## src/rtl/core/pmra_pkg.sv

```systemverilog
// Package for the pedestal mean/RMS accumulator.
// Holds the queue entry type, the cell record, the back-end state codes and constants.
// No dependencies.
`timescale 1ns / 1ps
package pmra_pkg;

    // Widest flat cell index over the full parameter range (8*8*16*8*16*64 cells)
    localparam int JOB_IDX_W = 23;
    localparam int CNT_W     = 32;
    localparam int SUM_W     = 44;
    localparam int SQ_W      = 56;
    localparam int CELL_W    = CNT_W + SUM_W + SQ_W;

    localparam logic [11:0]      ADC_MAX   = 12'd4095;
    localparam logic [CNT_W-1:0] COUNT_MAX = 32'hFFFF_FFFF;

    // Command codes
    localparam logic CMD_ACC  = 1'b0;
    localparam logic CMD_READ = 1'b1;

    // Configuration register indexes
    localparam logic [1:0] REG_LOW  = 2'd0;
    localparam logic [1:0] REG_HIGH = 2'd1;

    // One entry of the front-to-back queue
    typedef struct packed {
        logic                 is_read;
        logic                 in_range;
        logic [JOB_IDX_W-1:0] idx;
        logic [11:0]          adc;
        logic [23:0]          adc_sq;
    } t_job;

    // One word of the statistics store
    typedef struct packed {
        logic [CNT_W-1:0] count;
        logic [SUM_W-1:0] sum;
        logic [SQ_W-1:0]  sq;
    } t_cell;

    typedef enum logic [3:0] {
        ST_CLEAR,
        ST_IDLE,
        ST_READ,
        ST_MUL_A,
        ST_MUL_B,
        ST_MUL_C,
        ST_DIV_M,
        ST_DIV_R,
        ST_DIV_V,
        ST_SQRT,
        ST_OUT
    } t_state;

endpackage

```

## src/rtl/core/pmra_fifo.sv

```systemverilog
// Short queue between front and back end (4 entries).
// Depends on pmra_pkg.
`timescale 1ns / 1ps
module pmra_fifo
    import pmra_pkg::*;
(
    input  logic i_clk,
    input  logic i_rst_n,
    input  logic i_push,
    input  t_job i_job,
    input  logic i_pop,
    output t_job o_job,
    output logic o_full,
    output logic o_empty
);

    t_job       r_mem [4];
    logic [1:0] r_wr_ptr;
    logic [1:0] r_rd_ptr;
    logic [2:0] r_count;

    always_ff @(posedge i_clk) begin
        if (i_push) begin
            r_mem[r_wr_ptr] <= i_job;
        end
    end

    always_ff @(posedge i_clk) begin
        if (!i_rst_n) begin
            r_wr_ptr <= 2'd0;
            r_rd_ptr <= 2'd0;
            r_count  <= 3'd0;
        end else begin
            if (i_push) begin
                r_wr_ptr <= r_wr_ptr + 2'd1;
            end
            if (i_pop) begin
                r_rd_ptr <= r_rd_ptr + 2'd1;
            end
            if (i_push && !i_pop) begin
                r_count <= r_count + 3'd1;
            end else if (!i_push && i_pop) begin
                r_count <= r_count - 3'd1;
            end
        end
    end

    assign o_job   = r_mem[r_rd_ptr];
    assign o_full  = (r_count == 3'd4);
    assign o_empty = (r_count == 3'd0);

endmodule

```

## config.mk

```make
export PLATFORM = sky130hd
export DESIGN_NAME = pmra_fifo
export DESIGN_NICKNAME = d
export VERILOG_FILES = /design/src/rtl/core/pmra_pkg.sv /design/src/rtl/core/pmra_fifo.sv
export SDC_FILE = /design/constraint.sdc
export NUM_CORES = 1
export LEC_CHECK = 0
export BUFFER_PORTS_ARGS = -buffer_cell sky130_fd_sc_hd__buf_2
export CORE_MARGIN = 8
export CORE_UTILIZATION = 59
export DETAILED_ROUTE_END_ITERATION = 7
export PLACE_DENSITY = 0.81
export SYNTH_ARGS = -nofsm -noshare
export SYNTH_HDL_FRONTEND = slang
export SYNTH_SLANG_ARGS = --single-unit
```

## constraint.sdc

```tcl
create_clock -name i_clk -period 5.1 [get_ports i_clk]
set_input_delay 0.51 -clock i_clk [delete_from_list [all_inputs] [get_ports i_clk]]
set_output_delay 0.51 -clock i_clk [all_outputs]
set_load 0.01 [all_outputs]
```

# Yosys cells after proc, flatten, opt, wreduce, memory -nomap -nowiden
# Memories as Yosys holds them, arrays and structs flattened. A register that Yosys moved wholly into a read port is not among the register bits.
# Cells that the tools add are included.
# totals
in_bits	65
latch_bits	0
mem_bits_rw	244
wordCells	21
romBits	0
regBits	7
memories	1
out_inout_bits	63
# op_classes
n_reduce_logical	6
div	0
n_bitwise	0
add_sub_neg	4
n_eq_ne	1
shifts	0
mux	6
magnitude_cmp	0
n_mul	0
# memory_table
name	words	width	rd	rd_ports_with_merged_regs	write_ports	line_no	rtl
r_mem	4	61	1	1	1	pmra_fifo.sv:17	t_job r_mem [4];
# op_table
operator	n
3-bit 2-to-1 mux	2
2-bit by 1-bit adder with 2-bit output, second input constant	2
2-bit 2-to-1 mux	2
3-bit by 1-bit adder with 3-bit output, second input constant	1
3-bit equality test, second input constant	1
3-bit logical NOT	1
3-bit by 1-bit subtractor with 3-bit output, second input constant	1
1-bit logical AND	2
1-bit logical NOT	2
1-bit 2-to-1 mux	2
2-bit nonzero test	1

# Logic depth before layout (Yosys ltp)
# logic_depth
depth_word	4
ltp_mapped	7
ltp_nobuf	7

# Least setup slack after synthesis
# OpenSTA, ideal clock, no wires.
# synth_timing
path_kind	register to register
startpoint	register r_wr_ptr[0]
endpoint	memory r_mem[2][0] in the netlist's numbering, enable pin
setup_time_ns	0.425
path_slack_ns	2.696
synth_period_minus_slack_ns	2.404
arrival_ns	1.979
path_stages_with_launch	4
required_time_ns	4.675
n_path_buf	0
path_cell_list	dfxtp_1 inv_1 ha_1 and2_1
# synth_rtl
item	line_no	rtl
start: declaration	pmra_fifo.sv:18	logic [1:0] r_wr_ptr;
start signal: assignment	pmra_fifo.sv:35	r_wr_ptr <= r_wr_ptr + 2'd1;
end: declaration	pmra_fifo.sv:17	
# Straight into the memory's write port.

==> impl_metrics.csv <==
group,metric,value,unit
placement,place_ws,2.35,ns
synth,yosysMostFrequentCell,"edfxtp_1",
critical_path,worstPathRequired,4.59,ns
route,drcViolationCount,0,
cts,cts_made_buffers,26,
floorplan,rows,46,
synth,syn_nets,433,
cts,clockRootBuffer,"clkbuf_16",
grt,grt_start_max_net_pins,62,
timing,fin_crit,3.19,ns
synth,synth-edff-count,244,
placement,io_buffers,127,
synth,synth_top_flop_cell,"edfxtp_1",
synth,syn_area,9320,µm²
critical_path,start_kind,"flip-flop",
placement,placed_area,10100,µm²
power,p_leak,3.68,nW
placement,dp.cells,692,
cells_and_area,diodes,0,
route,drt_iter0_drc,258,
cells_and_area,post-route-util,69.5,%
power,vdd_drop_max,0.291,mV
grt,antenna_found_initial,2,
synth,synth_cell_type_count,22,
cts,post_cts_buffers,0,
floorplan,die-area,20100,µm²
timing,hold_viol,0,
cells_and_area,nets,575,
cells_and_area,layout-drive-gt1-share,44.3,%
synth,synth_common_cells,"edfxtp_1, mux4_2, and2_1, dfxtp_1",
timing,finalSetupViolCount,0,
cts,clk_path_buf_depth,3,
cts,clk_pin_slew,0.06,ns
synth,netlist_instances,362,
floorplan,initial_utilization,59.5,%
synth,syn_avg_cell_area,25.7,µm²
timing,fin_crit_sh,62.6,%
cells_and_area,postLayoutCellArea,10900,µm²
timing,worst_pin_slew,0.943,ns
synth,yosys-top-cells-area,"edfxtp_1, mux4_2, dfxtp_1",
placement,hpwl,9770,µm
synth,synth_seq_cells,253,
route,routed_wl,16700,µm
timing,skew,0.0182,ns
power,power,4.59,mW
timing,setup_ws,1.91,ns
timing,drv_slew,0,
synth,synth-seq-area-share,80.6,%
synth,yosys.area.top_type,"edfxtp_1",
timing,relSlewSlack,37.2,%
cells_and_area,area_growth,16.8,%
route,vias,4220,
floorplan,io_pins,128,
cts,postCtsHoldBufs,0,
synth,synthArstFlopShare,0,%
grt,grt_overflow,0,
floorplan,die_x,142,µm
cts,cts_tree,"yes",
power,powerDensity,422,nW/µm²
route,vias_per_cell,5.72,
floorplan,die_h,142,µm
critical_path,cp.arrival,2.68,ns
status,status,"complete, no violations",
grt,grt_pass1_wl,25400,µm
cts,htreeDepth,1,
critical_path,critical_path_class,"reg -> out",
grt,grt.total_usage,16.6,%
placement,place_congestion,0.755,
critical_path,worstSetupEndpointType,"output pin",
hold_path,hold_path_class,"in -> reg",
synth,synth_top_area_share,78.7,%
timing,fin_setup_tns,0,ns
cells_and_area,fin_cells,738,
timing,rsz0062_at_grt,"false",
flow_run,cap_viol_max_count,0,
synth,synth_warnings,0,
floorplan,core,15700,µm²
route,ant_nets,0,
route,drt-pass1-iter-count,5,
cts,cts.sink_count,253,
cts,clock_latency,0.51,ns
grt,grt_pass1_vias,4540,
route,wl_per_cell,22.6,µm
timing,timing.hold.ws,0.210,ns
timing,max_freq,0.313,GHz
cts,post_cts_resized,0,
critical_path,path_max_fanout,38,
[placed cells by master, fill, tap and decap left out]
cell / netlist / routed
mux4_1: 1 / 1
clkinv_8: 0 / 1
dfxtp_1: 9 / 7
clkinv_2: 0 / 6
clkinv_1: 0 / 3
bufinv_16: 0 / 1
a21boi_0: 1 / 1
o21ai_0: 1 / 1
nor3b_1: 1 / 1
buf_4: 0 / 1
ha_1: 5 / 5
clkbuf_16: 0 / 27
nand2_1: 1 / 1
inv_1: 4 / 4
dfxtp_4: 0 / 2
clkinvlp_4: 0 / 2
mux2i_1: 2 / 2
fa_1: 1 / 1
or3_1: 1 / 1
xor2_1: 3 / 3
mux4_2: 60 / 60
edfxtp_1: 244 / 244
nor3_1: 1 / 1
and2_4: 0 / 4
xnor2_1: 2 / 2
clkbuf_1: 0 / 6
buf_2: 6 / 127
nor2b_1: 2 / 2
and2_1: 9 / 5
[area by class of cell]
cell class / instances / area, µm²
timing repair buffer: 128 / 643
sequential: 253 / 7510
tap: 216 / 270
fill: 972 / 4770
multi-input combinational: 91 / 1640
clock buffer: 33 / 698
inverter: 4 / 15.0
clock inverter: 13 / 103
[metal layers]
layer | wire, µm | GRT usage [%]
met1 | 6770 | 21.7
met2 | 8210 | 27.1
met3 | 1420 | 4.84
met4 | 258 | 4.01
met5 | 27 | 0
[worst paths after layout]
kind | depth (start not counted) | slack, ns | endpoint | start
hold reg to reg | 2 | 0.51 | r_count[2] | r_count[2]
setup reg to reg | 3 | 3.33 | r_mem[2][43] | r_wr_ptr[0]
setup / recovery | 3 | 1.91 | o_job[19] | flip-flop
hold / removal | 1 | 0.21 | r_mem[3][36] | i_job[36]
[state kept, by name (all words and copies together) (netlist names), named ones only]
name	cells
r_rd_ptr	2
r_wr_ptr	2
r_count	3
r_mem	244
[logic make-up (layout without fill, tap and decap cells)]
| kind of cell | after synthesis | count (layout) | synth area share [%] |
|---|---|---|---|
| DFF | 253 | 253 | 80.6 |
| muxes | 63 | 63 | 15.0 |
| buffers and inverters | 18 | 178 | 1.93 |
| and+or+nand+nor | 15 | 15 | 0.980 |
| adders and majority gates | 6 | 6 | 0.887 |
| xor gates and xnor gates | 5 | 5 | 0.470 |
| AOI/OAI and AO/OA | 2 | 2 | 0.134 |
[where the power goes]
group | total (mW) | leakage, nW | internal [mW] | switching [mW]
clock network | 1.75 | 0.389 | 1.02 | 0.728
logic | 0.393 | 0.978 | 0.196 | 0.197
registers | 2.45 | 2.32 | 2.39 | 0.0629
[worst max-delay path, stage by stage (launching register included)]
cell and delay, ns:
dfxtp_4 0.86, buf_4 0.54, mux4_2 0.60, buf_2 0.17
(Power assumes the default switching activity.)
