===== config.mk =====
export PLATFORM = sky130hd
export DESIGN_NAME = pmra_front
export DESIGN_NICKNAME = d
export VERILOG_FILES = /design/src/rtl/core/pmra_pkg.sv /design/src/rtl/core/pmra_front.sv
export SDC_FILE = /design/constraint.sdc
export NUM_CORES = 1
export LEC_CHECK = 0
export ABC_CLOCK_PERIOD_IN_PS = 14100
export BUFFER_PORTS_ARGS = -buffer_cell sky130_fd_sc_hd__buf_4
export CAP_MARGIN = 15
export CORE_ASPECT_RATIO = 1.5
export CORE_MARGIN = 3
export CORE_UTILIZATION = 40
export DETAILED_ROUTE_END_ITERATION = 12
export MAX_ROUTING_LAYER = met4
export PLACE_DENSITY = 0.59
export SETUP_SLACK_MARGIN = 0.3
export SYNTH_ARGS = -nofsm -noshare
export SYNTH_HDL_FRONTEND = slang
export SYNTH_SLANG_ARGS = --single-unit

===== constraint.sdc =====
create_clock -name i_clk -period 14.1 [get_ports i_clk]
set_input_delay 2.115 -clock i_clk [delete_from_list [all_inputs] [get_ports i_clk]]
set_output_delay 2.115 -clock i_clk [all_outputs]
set_load 0.03 [all_outputs]

===== src/rtl/core/pmra_pkg.sv =====
// Package for the pedestal mean/RMS accumulator.
// Holds the queue entry type, the cell record, the back-end state codes and constants.
// No dependencies.
`timescale 1ns / 1ps
package pmra_pkg;

    // Widest flat cell index over the full parameter range (8*8*16*8*16*64 cells)
    localparam int JOB_IDX_W = 23;
    localparam int CNT_W     = 32;
    localparam int SUM_W     = 44;
    localparam int SQ_W      = 56;
    localparam int CELL_W    = CNT_W + SUM_W + SQ_W;

    localparam logic [11:0]      ADC_MAX   = 12'd4095;
    localparam logic [CNT_W-1:0] COUNT_MAX = 32'hFFFF_FFFF;

    // Command codes
    localparam logic CMD_ACC  = 1'b0;
    localparam logic CMD_READ = 1'b1;

    // Configuration register indexes
    localparam logic [1:0] REG_LOW  = 2'd0;
    localparam logic [1:0] REG_HIGH = 2'd1;

    // One entry of the front-to-back queue
    typedef struct packed {
        logic                 is_read;
        logic                 in_range;
        logic [JOB_IDX_W-1:0] idx;
        logic [11:0]          adc;
        logic [23:0]          adc_sq;
    } t_job;

    // One word of the statistics store
    typedef struct packed {
        logic [CNT_W-1:0] count;
        logic [SUM_W-1:0] sum;
        logic [SQ_W-1:0]  sq;
    } t_cell;

    typedef enum logic [3:0] {
        ST_CLEAR,
        ST_IDLE,
        ST_READ,
        ST_MUL_A,
        ST_MUL_B,
        ST_MUL_C,
        ST_DIV_M,
        ST_DIV_R,
        ST_DIV_V,
        ST_SQRT,
        ST_OUT
    } t_state;

endpackage


===== src/rtl/core/pmra_front.sv =====
// Front end: configuration registers, address range check, limit check and
// flat cell index. Depends on pmra_pkg.
`timescale 1ns / 1ps
module pmra_front
    import pmra_pkg::*;
#(
    parameter int MODULES  = 2,
    parameter int ASICS    = 4,
    parameter int CHANNELS = 8,
    parameter int ROWS     = 4,
    parameter int COLUMNS  = 8,
    parameter int SAMPLES  = 32
) (
    input  logic        i_clk,
    input  logic        i_rst_n,
    input  logic        i_in_valid,
    output logic        o_in_ready,
    input  logic        i_cmd,
    input  logic        i_module_index,
    input  logic [1:0]  i_asic_index,
    input  logic [2:0]  i_channel,
    input  logic [1:0]  i_row,
    input  logic [2:0]  i_column,
    input  logic [4:0]  i_sample_slot,
    input  logic [11:0] i_adc,
    input  logic        i_cfg_valid,
    input  logic [1:0]  i_cfg_index,
    input  logic [11:0] i_cfg_data,
    input  logic        i_clear_done,
    input  logic        i_full,
    output logic        o_push,
    output t_job        o_job
);

    logic [11:0]          r_low;
    logic [11:0]          r_high;
    logic                 in_range;
    logic                 keep;
    logic [JOB_IDX_W-1:0] idx_a;
    logic [JOB_IDX_W-1:0] idx_c;
    logic [JOB_IDX_W-1:0] idx_r;
    logic [JOB_IDX_W-1:0] idx_col;
    logic [JOB_IDX_W-1:0] idx_s;

    // Limit registers
    always_ff @(posedge i_clk) begin
        if (!i_rst_n) begin
            r_low  <= 12'd0;
            r_high <= ADC_MAX;
        end else if (i_cfg_valid) begin
            if (i_cfg_index == REG_LOW) begin
                r_low <= i_cfg_data;
            end else if (i_cfg_index == REG_HIGH) begin
                r_high <= i_cfg_data;
            end
        end
    end

    // Address check and mixed-radix cell index
    always_comb begin
        in_range = (32'(i_module_index) < MODULES) && (32'(i_asic_index) < ASICS) &&
                   (32'(i_channel) < CHANNELS) && (32'(i_row) < ROWS) &&
                   (32'(i_column) < COLUMNS) && (32'(i_sample_slot) < SAMPLES);
        idx_a   = JOB_IDX_W'(32'(i_module_index) * ASICS) + JOB_IDX_W'(i_asic_index);
        idx_c   = JOB_IDX_W'(32'(idx_a) * CHANNELS) + JOB_IDX_W'(i_channel);
        idx_r   = JOB_IDX_W'(32'(idx_c) * ROWS) + JOB_IDX_W'(i_row);
        idx_col = JOB_IDX_W'(32'(idx_r) * COLUMNS) + JOB_IDX_W'(i_column);
        idx_s   = JOB_IDX_W'(32'(idx_col) * SAMPLES) + JOB_IDX_W'(i_sample_slot);
        // samples outside the window never reach the queue
        keep = (i_cmd == CMD_READ) ||
               (in_range && (i_adc > r_low) && (i_adc < r_high));
    end

    assign o_in_ready      = i_clear_done && !i_full;
    assign o_push          = i_in_valid && o_in_ready && keep;
    assign o_job.is_read   = (i_cmd == CMD_READ);
    assign o_job.in_range  = in_range;
    assign o_job.idx       = in_range ? idx_s : '0;
    assign o_job.adc       = i_adc;
    assign o_job.adc_sq    = 24'(i_adc) * 24'(i_adc);

endmodule


-- Word-level counts from Yosys, hierarchy flattened
Index checks and enable logic that the tools add are counted.
- $add $sub $neg: 5
- $mul: 1
- $lt $le $gt $ge: 2
- eq/ne operators: 1
- bitwise operators: 1
- reductions and logical operators: 9
- operator list (cell ; count):
    multiplier 12 x 12 -> 24 bit ; 1
    adder 20 x 5 -> 21 bit ; 1
    adder 14 x 3 -> 15 bit ; 1
    greater-than comparator 12 bit ; 1
    < comparator 12 bit ; 1
    adder 10 x 2 -> 11 bit ; 1
    adder 7 x 3 -> 8 bit ; 1
    adder 3 x 2 -> 4 bit ; 1
    logical AND 1 bit ; 4
    AND reduction 3 bit ; 1
    == test 2 x 1 -> 1 bit (second input constant) ; 1
    zero test 2 bit ; 1
    AND reduction 2 bit ; 1
    zero test 1 bit ; 1
    logical OR 1 bit ; 1
    inverter 1 bit ; 1
- register bits: 24
- bits of input ports: 49

-- Longest topological paths before layout
Gate-level depths: netlist of the first run.
- depth in word-level cells: 5
- gate-level depth with buffers: 20
- mapped depth without buffers: 19

-- Least setup slack after synthesis of the first run
OpenSTA, ideal clock, no wires.
- path type: input to output
- start: input i_adc[11]
- end: output o_job[23] in the netlist's numbering
- arrival: 6.954 ns
- setup slack: 5.031 ns
- stages on the path: 18
- cells stage by stage: clkbuf_1 > and2_1 > fa_1 > inv_1 > fa_1 > inv_1 > fa_1 > fa_1 > inv_1 > fa_1 > inv_1 > ha_1 > inv_1 > o21ai_0 > a41o_1 > nor4_1 > o31ai_2 > xnor2_1
- RTL lines (element ; line ; text):
    start, declared ; pmra_front.sv:25 ; input logic [11:0] i_adc,
    end, declared ; pmra_front.sv:32 ; output t_job o_job

==> out/metrics.yaml, run 1 <==
status: "finished clean"
synthArstFlopShare_pct: 0
initial_core_util_pct: 41.1
place_area_um2: 6200
setup_slack_ps: 4890
vias: 4344
critical_path_class: "input port to output pin"
syn_area_um2: 5770
cts_buffers: 3
p_per_area_nw_per_um2: 235
track_usage_pct: 15.8
holdCritPathClass: "flip-flop to flip-flop"
synth_edf_count: 0
synth_most_common_cell: "inv_1"
wl_per_cell_um: 13.5
timing.fmax_ghz: 0.109
fin_nets: 924
final_max_slew_viol_count: 0
yosysTopAreaCell: "fa_1"
num_rows: 53
multi_input_area_um2: 4280
p_comb_share_pct: 90.7
drc: 0
synthCells: 693
cts_tree: "done"
clock-root-buffer: "clkbuf_16"
dpl.cell_count: 902
synth_commonest_cells: "inv_1, fa_1, ha_1"
internal_power_mw: 0.625
grt_max_degree: 25
seq_power_share_pct: 4.8
regArea_um2: 480
drive_above_1_share_pct: 11.3
yosys_warnings: 0
n_antenna_cell: 0
final_antenna_net_count: 0
path_clk_slew_ps: 60
synth_flop_cell: "dfxtp_1"
fin_cells: 906
grt_setup_unrepaired: "no"
cp.required_ps: 11980
startpoint_type: "input port"
hold_buffers: 0
grt_pass1_vias: 4571
via_per_inst: 4.79
io_buffer_count: 70
ir_worst_vdd_mv: 0.198
fin_crit_sh_pct: 65.3
dp_hpwl_um: 10600
synth_top_area_share_pct: 28.4
drt_iter0_markers: 68
skew_ps: 0
final-hold-violation-count: 0
fin_tns_setup_ps: 0
wirelength_um: 12200
synth_cell_types: 40
die_area_um2: 15900
arrival_ps: 7090
grt_pass1_wl_um: 20600
setup_viol: 0
cp-end-kind: "output pin"
area_delta_synth_final_pct: 8.95
coreArea_um2: 14100
cp_max_fo: 15
clk_path_buf_depth: 2
cp-startpoint: "i_adc[11]"
leakage_nw: 3.47
gp_congestion: 0.852
synth-seq-cells: 24
post-cts-setup-buffers: 0
die-height_um: 153
ioPinCount: 112
finalCriticalPeriod_ps: 9210
antenna_found_initial: 0
final_area_um2: 6290
p_clk_share_pct: 4.5
r2r_start: "r_low[10]$_SDFFE_PN0P_"
swShare_pct: 57.8
switchingPower_mw: 0.856
htree_levels: 1
tightest_slew_ps: 791
hp-start: "r_high[0]$_SDFFE_PN1P_"
die_w_um: 104
cts.repair.resized: 0
cts_sinks: 24
max_slew_margin_pct: 47.2
firstDrtPassIters: 4
yosysSeqAreaShare_pct: 8.32
synth.top_cells.by_area: "fa_1, ha_1, inv_1, dfxtp_1, buf_4"
clock_latency_ps: 250
pre_cts_ws_ps: 4880
fillers: 1463
overflow: 0
synth.avg_cell_area_um2: 8.33
power_mw: 1.48
drv_cap: 0
==> sequential cells by signal, summed over array words and instances, names as in the netlist <==
register / flops
r_low: 12
r_high: 12
==> cell families after synthesis <==
logic type | share of synthesized area (%)
flip-flops | 8.32
XOR/XNOR | 3.64
AO/OA/AOI/OAI | 10.5
AND/OR/NAND/NOR | 13.4
buffers and inverters | 18.1
other | 0.130
adder cells (fa/ha/maj) | 45.3
multiplexers | 0.563
==> per-layer routing <==
layer | global-route usage (%) | share of wire (%)
met4 | 2.28 | 0.83
met2 | 31.1 | 58
met1 | 17.6 | 39
met5 | - | 0
met3 | 0.845 | 2.6
==> path summary, 6_finish.rpt <==
kind | end | slack, ps | cells past startpoint
max | o_job[20] | 4890 | 19
min | r_high[0]$_SDFFE_PN1P_ | 490 | 2
max reg2reg | r_low[10]$_SDFFE_PN0P_ | 13370 | 4
min reg2reg | r_high[0]$_SDFFE_PN1P_ | 490 | 2
==> critical path, cell delays in order <==
cell	delay, ps
buf_4	160
and2_1	200
fa_1	550
inv_1	60
fa_1	530
inv_1	50
fa_1	500
fa_1	550
inv_1	50
fa_1	530
inv_1	40
ha_1	360
a21oi_1	180
nand2_1	90
o21ai_0	360
a21oi_1	140
a211oi_1	290
xnor2_1	160
buf_4	180
==> power groups by stage <==
stage          sequential (mW)  clock, mW  combinational (mW)
5_1_grt                 0.0717     0.0715                1.48
2_1_floorplan           0.0728          0               0.979
4_1_cts                 0.0715     0.0676                1.37
3_5_place_dp            0.0730          0                1.36
6_report                0.0714     0.0668                1.34
3_3_place_gp            0.0729          0                1.35
==> per-stage QoR <==
| step | hold slack [ps] | util (%) |
|---|---|---|
| final | 493 | 44.7 |
| after global routing | 511 | 44.7 |
| after CTS | 496 | 44.7 |
| after detailed placement | 486 | 44.1 |
| after global placement | 482 | 44.1 |
| after floorplan | 469 | - |
==> cells in the final DEF, fill, tap and decap left out, drive strengths merged, types with 19 or more instances in the layout <==
cell | synthesis | layout
nor2 | 20 | 20
fa | 82 | 82
xnor2 | 19 | 19
a21oi | 32 | 32
inv | 178 | 178
ha | 78 | 78
nand2 | 46 | 46
and2 | 36 | 36
dfxtp | 24 | 24
a21o | 20 | 20
nor2b | 20 | 20
buf | 39 | 71
==> area by class of cell <==
class / instances / area share, %
Inverter: 178 / 10.6
Multi-Input combinational cell: 437 / 68.0
Timing Repair Buffer: 71 / 8.47
Sequential cell: 24 / 7.64
Tap cell: 192 / 3.82
Clock buffer: 4 / 1.41
Power figures use the tool's default switching activity.
==> run 2: changes to the inputs <==
ABC_AREA = 1   (was default)
ABC_CLOCK_PERIOD_IN_PS = 7800   (was 14100)
PLACE_DENSITY = 0.61   (was 0.59)
clock period = 7.8 ns   (was 14.1 ns; I/O delays follow)
==> run 2 against run 1 <==
Register-to-register slack lost 6200 ps. Combinational power grew 90%. Non-clock buffer count is the same. Sequential share of layout area shrank 0.29 points. Critical endpoint is now o_job[22]. Largest power group unchanged. Clock skew is the same. Die area grew 4.3%. Via count grew 8.6%. Global-route usage shrank 0.65 points. Critical path type unchanged.
==> out/metrics.yaml, run 2 <==
cts_sinks: 24  # unchanged
leakage_nw: 4.07  # was 3.47 nW
ioPinCount: 112  # unchanged
via_per_inst: 4.42  # was 4.79
crit_family: "adder cells"  # unchanged
fin_crit_sh_pct: 88.1
p_clk_share_pct: 3.8  # was 4.5%
synth_most_common_cell: "inv_1"  # unchanged
final_max_slew_viol_count: 0  # unchanged
tightest_slew_ps: 650  # was 791 ps
synth_commonest_cells: "inv_1, nand2_1, fa_1"  # was inv_1, fa_1, ha_1
wirelength_um: 11900  # was 12,200 µm
yosys_warnings: 0  # unchanged
htree_levels: 1  # unchanged
drv_cap: 0  # unchanged
synth.avg_cell_area_um2: 7.11  # was 8.33 µm²
cp-end-kind: "output pin"  # unchanged
track_usage_pct: 15.1  # was 15.8%
whs_ps: 456  # was 493 ps
hold_buffers: 0  # unchanged
grt_setup_unrepaired: "no"  # unchanged
vias: 4717  # was 4,344
holdCritPathClass: "flip-flop to flip-flop"  # unchanged
die_area_um2: 16600  # was 15,900 µm²
critPathBufInv: 8  # was 6
cts.repair.resized: 0  # unchanged
die-height_um: 156  # was 153 µm
skew_ps: 0  # unchanged
synth.top_cells.by_area: "fa_1, ha_1, inv_1, nand2_1, dfxtp_1"  # was fa_1, ha_1, inv_1, dfxtp_1, buf_4
swShare_pct: 60.5  # was 57.8%
seq_power_share_pct: 4.7  # was 4.8%
final_common_cell: "inv_1"  # unchanged
dp_hpwl_um: 10600  # about the same
drive_above_1_share_pct: 9.87  # was 11.3%
status: "finished clean"  # unchanged
path_clk_slew_ps: 50  # was 60 ps
synth_cell_types: 27  # was 40
cp.required_ps: 6630  # was 11,980 ps
clock_latency_ps: 250  # about the same
layout_common_cells: "inv_1, nand2_1, fa_1"  # was inv_1, fa_1, ha_1
wl_per_cell_um: 11.2  # was 13.5 µm
drc: 0  # unchanged
r2r_slack_ps: 7200  # was 13,370 ps
top_regs: "r_high x12, r_low x12"  # unchanged
die_w_um: 106  # was 104 µm
fin_tns_setup_ps: 0  # unchanged
synthCells: 849  # was 693
overflow: 0  # unchanged
synth_flop_cell: "dfxtp_1"  # unchanged
fillers: 1554  # was 1,463
synth_top_area_share_pct: 27.2  # was 28.4%
crit_slowest_cell: "fa_1"  # unchanged
grt_max_degree: 25  # unchanged
io_buffer_count: 70  # unchanged
gp_congestion: 0.836  # was 0.852
yosysSeqAreaShare_pct: 7.96  # was 8.32%
firstDrtPassIters: 4  # unchanged
internal_power_mw: 1.10  # was 0.625 mW
synth-seq-cells: 24  # unchanged
clk_path_buf_depth: 2  # unchanged
switchingPower_mw: 1.68  # was 0.856 mW
startpoint_type: "input port"  # unchanged
critical_path_class: "input port to output pin"  # unchanged
fin_nets: 1082  # was 924
path_cells: "buf_4 > nand2_1 > inv_1 > fa_1 > inv_1 > fa_1 > inv_1 > fa_1 > fa_1 > inv_1 > fa_1 > inv_1 > ha_1 > nand2_1 > inv_1 > a21oi_1 > nand3_2 > nand2_1 > nand2_1 > nand2_1 > nand2_1 > buf_4"  # was buf_4 > and2_1 > fa_1 > inv_1 > fa_1 > inv_1 > fa_1 > fa_1 > inv_1 > fa_1 > inv_1 > ha_1 > a21oi_1 > nand2_1 > o21ai_0 > a21oi_1 > a211oi_1 > xnor2_1 > buf_4
setup_viol: 0  # unchanged
grt_pass1_vias: 4611  # was 4,571
antenna_found_initial: 0  # unchanged
postLayoutCoreUtil_pct: 44.6  # was 44.7%
slowest_delay_ps: 540  # was 550 ps
syn_area_um2: 6030  # was 5770 µm²
n_antenna_cell: 0  # unchanged
cts_buffers: 3  # unchanged
area_delta_synth_final_pct: 8.44  # was 8.95%
synth_edf_count: 0  # unchanged
drt_iter0_markers: 169  # was 68
final-hold-violation-count: 0  # unchanged
clock-root-buffer: "clkbuf_16"  # unchanged
timing.fmax_ghz: 0.146
initial_core_util_pct: 41.2  # was 41.1%
ir_worst_vdd_mv: 0.575  # was 0.198 mV
arrival_ps: 5700  # was 7090 ps
max_slew_margin_pct: 56.6  # was 47.2%
yosysTopAreaCell: "fa_1"  # unchanged
coreArea_um2: 14700  # was 14,100 µm²
p_comb_share_pct: 91.5  # was 90.7%
finalCriticalPeriod_ps: 6870
grt_pass1_wl_um: 20500  # was 20,600 µm
post-cts-setup-buffers: 0  # unchanged
cp_max_fo: 16  # was 15
p_per_area_nw_per_um2: 425  # was 235 nW/µm²
num_rows: 54  # was 53
final_antenna_net_count: 0  # unchanged
cts_tree: "done"  # unchanged
synthArstFlopShare_pct: 0  # unchanged
## run 2: cell count changes in the layout (fill, tap and decap cells not counted), moves of 5 or more
cell      delta
nand3_1     +17
inv_1       +68
and2_1      -36
xnor2_1     -13
nor2b_1     -20
nand2_1    +150
nor2_1      +15
nand2b_1     -6
a21o_1      -17
nand2_2      +5
o21ai_0      +9
## run 2: layer usage
layer	global-route usage (%)	wire length, µm	up-vias
met2	28.1	6320	56
met5	-	0	-
li1	-	-	2485
met3	0.413	263	4
met1	18.7	5300	2172
met4	1.98	41	0
## run 2: cell families (layout without fill, tap and decap cells)
group | after synthesis | in the layout | synth area share, %
flops | 24 | 24 | 7.96
simple gates | 269 | 269 | 18.0
other cells | 2 | 9 | 0.124
fa+ha+maj | 160 | 160 | 43.4
compound gates | 72 | 72 | 6.76
xor+xnor | 15 | 15 | 2.18
buf+inv | 307 | 322 | 21.6
## run 2: power by group through the flow
stage / clock network, mW / logic (mW) / registers, mW
5_1_grt: 0.111 / 2.87 / 0.131
3_5_place_dp: 0 / 2.58 / 0.133
3_3_place_gp: 0 / 2.56 / 0.133
4_1_cts: 0.108 / 2.59 / 0.131
6_report: 0.106 / 2.55 / 0.131
2_1_floorplan: 0 / 1.87 / 0.133
## run 2: final cells by class
cell class / instances / area [µm²] / area share [%]
Tap cell: 196 / 245 / 3.75
Clock buffer: 3 / 75.1 / 1.15
Sequential cell: 24 / 480 / 7.34
Multi-Input combinational cell: 525 / 4280 / 65.4
Timing Repair Buffer: 71 / 533 / 8.15
Inverter: 248 / 931 / 14.2
## run 2: stage by stage
stage                     setup slack (ps)  cell area, µm²  std cells  total power, mW
final                                  928            6540       1067             2.78
after global routing                   618            6540       1067             3.11
after floorplan                       1040            6060        856             2.01
after detailed placement               904            6470       1064             2.72
after CTS                              897            6540       1067             2.83
after global placement                 939            6470       1064             2.70
## run 2: worst paths after layout
| check | cells past startpoint | endpoint | start |
|---|---|---|---|
| min reg2reg | 2 | r_low[1]$_SDFFE_PN0P_ | r_low[1]$_SDFFE_PN0P_ |
| max reg2reg | 2 | r_high[6]$_SDFFE_PN1P_ | r_high[6]$_SDFFE_PN1P_ |
| min | 2 | r_low[1]$_SDFFE_PN0P_ | r_low[1]$_SDFFE_PN0P_ |
| max | 22 | o_job[22] | i_adc[2] |
## run 2: tightest hold or removal path, stage by stage (launching register included)
cell and delay, ps:
dfxtp_1 290, inv_1 60, a21oi_1 60
==> run 3: changes to the inputs <==
REMOVE_ABC_BUFFERS = 1   (was default)
==> run 3 against run 2 <==
Critical path depth shrank 3. Via count grew 3.0%. Core utilization grew 0.20 points. Largest power group unchanged. Global-route usage grew 1.6 points. Non-clock buffer count is the same. Cell count is essentially flat. Flip-flop and latch count is the same. Clock skew is the same. Maximum frequency is essentially flat. Combinational power is essentially flat. Sequential share of layout area is essentially flat. Setup slack gained 6.8 ps.
==> out/metrics.yaml, run 3 (synthesized netlist as in run 2, its figures left out) <==
finalCriticalPeriod_ps: 6860  # was 6870 ps
critical_path_class: "input port to output pin"  # unchanged
postLayoutCoreUtil_pct: 44.8  # was 44.6%
top_regs: "r_high x12, r_low x12"  # unchanged
final_antenna_net_count: 0  # unchanged
fin_cells: 1068  # was 1,067
n_antenna_cell: 0  # unchanged
r2r_start: "r_high[3]$_SDFFE_PN1P_"  # was r_high[6]$_SDFFE_PN1P_
dpl.cell_count: 1064  # unchanged
holdCritPathClass: "flip-flop to flip-flop"  # unchanged
skew_ps: 0  # unchanged
path_cells: "buf_4 > nand2_1 > inv_1 > fa_1 > inv_1 > fa_1 > inv_1 > fa_1 > fa_1 > inv_1 > fa_1 > inv_1 > ha_1 > nand2_1 > nor2_1 > nand3_1 > nand3_2 > xor2_1 > buf_4"  # was buf_4 > nand2_1 > inv_1 > fa_1 > inv_1 > fa_1 > inv_1 > fa_1 > fa_1 > inv_1 > fa_1 > inv_1 > ha_1 > nand2_1 > inv_1 > a21oi_1 > nand3_2 > nand2_1 > nand2_1 > nand2_1 > nand2_1 > buf_4
tightest_slew_ps: 676  # was 650 ps
grt_pass1_wl_um: 22300  # was 20,500 µm
cp-startpoint: "i_adc[2]"  # unchanged
drive_above_1_share_pct: 9.98  # was 9.87%
post-cts-setup-buffers: 0  # unchanged
p_comb_share_pct: 90.2  # was 91.5%
fin_crit_sh_pct: 88.0  # was 88.1%
drc: 0  # unchanged
initial_core_util_pct: 41.2  # unchanged
reg2reg_to: "r_high[3]$_SDFFE_PN1P_"  # was r_high[6]$_SDFFE_PN1P_
io_buffer_count: 70  # unchanged
final-hold-violation-count: 0  # unchanged
arrival_ps: 5690  # was 5700 ps
cp.required_ps: 6630  # about the same
wl_per_cell_um: 12.2  # was 11.2 µm
num_rows: 54  # unchanged
grt_setup_unrepaired: "no"  # unchanged
die_w_um: 106  # unchanged
die-height_um: 156  # unchanged
drv_cap: 0  # unchanged
firstDrtPassIters: 4  # unchanged
fin_nets: 1082  # unchanged
leakage_nw: 4.08  # was 4.07 nW
wirelength_um: 13100  # was 11,900 µm
clock_latency_ps: 260  # was 250 ps
startpoint_type: "input port"  # unchanged
overflow: 0  # unchanged
r2r_slack_ps: 7170  # was 7200 ps
via_per_inst: 4.55  # was 4.42
swShare_pct: 60.0  # was 60.5%
track_usage_pct: 16.7  # was 15.1%
gp_congestion: 0.876  # was 0.836
slowest_delay_ps: 540  # about the same
hold_buffers: 0  # unchanged
cts.repair.resized: 0  # unchanged
cts_tree: "done"  # unchanged
ioPinCount: 112  # unchanged
critPathBufInv: 7  # was 8
fin_tns_setup_ps: 0  # unchanged
crit_family: "adder cells"  # unchanged
antenna_found_initial: 0  # unchanged
clk_path_buf_depth: 2  # unchanged
cts_sinks: 24  # unchanged
setup_viol: 0  # unchanged
ff2ff_path_depth: 2  # unchanged
path_clk_slew_ps: 60  # was 50 ps
switchingPower_mw: 1.71  # was 1.68 mW
crit_cells: 19  # was 22
final_max_slew_viol_count: 0  # unchanged
layout_common_cells: "inv_1, nand2_1, fa_1"  # unchanged
p_per_area_nw_per_um2: 433  # was 425 nW/µm²
cp-end-kind: "output pin"  # unchanged
endpoint: "o_job[14]"  # was o_job[22]
area_delta_synth_final_pct: 8.94  # was 8.44%
coreArea_um2: 14700  # unchanged
cts_buffers: 3  # unchanged
seq_power_share_pct: 4.6  # was 4.7%
max_slew_margin_pct: 54.8  # was 56.6%
htree_levels: 1  # unchanged
grt_max_degree: 25  # unchanged
power_mw: 2.85  # was 2.78 mW
drt_iter0_markers: 122  # was 169
p_clk_share_pct: 5.2  # was 3.8%
vias: 4860  # was 4,717
grt_pass1_vias: 4885  # was 4,611
die_area_um2: 16600  # unchanged
clock-root-buffer: "clkbuf_16"  # unchanged
cp_max_fo: 16  # unchanged
final_common_cell: "inv_1"  # unchanged
internal_power_mw: 1.14  # was 1.10 mW
ir_worst_vdd_mv: 0.774  # was 0.575 mV
dp_hpwl_um: 11100  # was 10,600 µm
crit_slowest_cell: "fa_1"  # unchanged
status: "finished clean"  # unchanged
timing.fmax_ghz: 0.146  # about the same
[run 3: cell types whose count changed in the layout (fill, tap and decap cells not counted)]
| cell | change |
|---|---|
| bufinv_16 | +1 |
[run 3: worst register-to-register path, delay by kind of cell, from the launching register on]
family / cells / cell delay, ps
DFF: 1 / 310
AOI/OAI and AO/OA: 1 / 180
buffers and inverters: 1 / 50
[run 3: how the worst min path moves through the flow]
stage	cells past startpoint	to	start	slack, ps
floorplan	2	r_low[10]$_SDFFE_PN0P_	r_low[10]$_SDFFE_PN0P_	430
detailed placement	2	r_low[11]$_SDFFE_PN0P_	r_low[11]$_SDFFE_PN0P_	450
finish	2	r_low[11]$_SDFFE_PN0P_	r_low[11]$_SDFFE_PN0P_	460
global route	2	r_low[11]$_SDFFE_PN0P_	r_low[11]$_SDFFE_PN0P_	470
CTS	2	r_low[11]$_SDFFE_PN0P_	r_low[11]$_SDFFE_PN0P_	460
global placement	2	r_low[7]$_SDFFE_PN0P_	r_low[7]$_SDFFE_PN0P_	450
[run 3: final cells by class]
| class | count | area, µm² |
|---|---|---|
| timing repair buffer | 71 | 533 |
| clock inverter | 1 | 30.0 |
| tap | 196 | 245 |
| multi-input combinational | 525 | 4280 |
| sequential | 24 | 480 |
| inverter | 248 | 931 |
| clock buffer | 3 | 75.1 |
| fill | 1554 | 8090 |
[run 3: power by group through the flow]
stage	logic (mW)	registers (mW)	clock network (mW)
5_1_grt	2.87	0.131	0.155
2_1_floorplan	1.83	0.133	0
3_5_place_dp	2.60	0.133	0
3_3_place_gp	2.59	0.133	0
6_report	2.57	0.130	0.149
4_1_cts	2.61	0.130	0.152
[run 3: routing by layer]
| metal | part of all wire, % | vias up | track usage [%] | routed length, µm |
|---|---|---|---|---|
| met3 | 3.3 | 10 | 2.15 | 436 |
| met2 | 57 | 75 | 32.9 | 7440 |
| met1 | 39 | 2289 | 18.1 | 5110 |
| li1 | - | 2486 | - | - |
| met5 | 0 | - | - | 0 |
| met4 | 0.65 | 0 | 1.85 | 85 |
[run 3: per-stage QoR]
| stage | hold slack, ps | cell area [µm²] | worst slack (ps) |
|---|---|---|---|
| finish | 456 | 6570 | 935 |
| global route | 471 | 6570 | 541 |
| CTS | 458 | 6570 | 899 |
| detailed placement | 449 | 6470 | 901 |
| global placement | 445 | 6470 | 931 |
| floorplan | 433 | 5690 | 1250 |
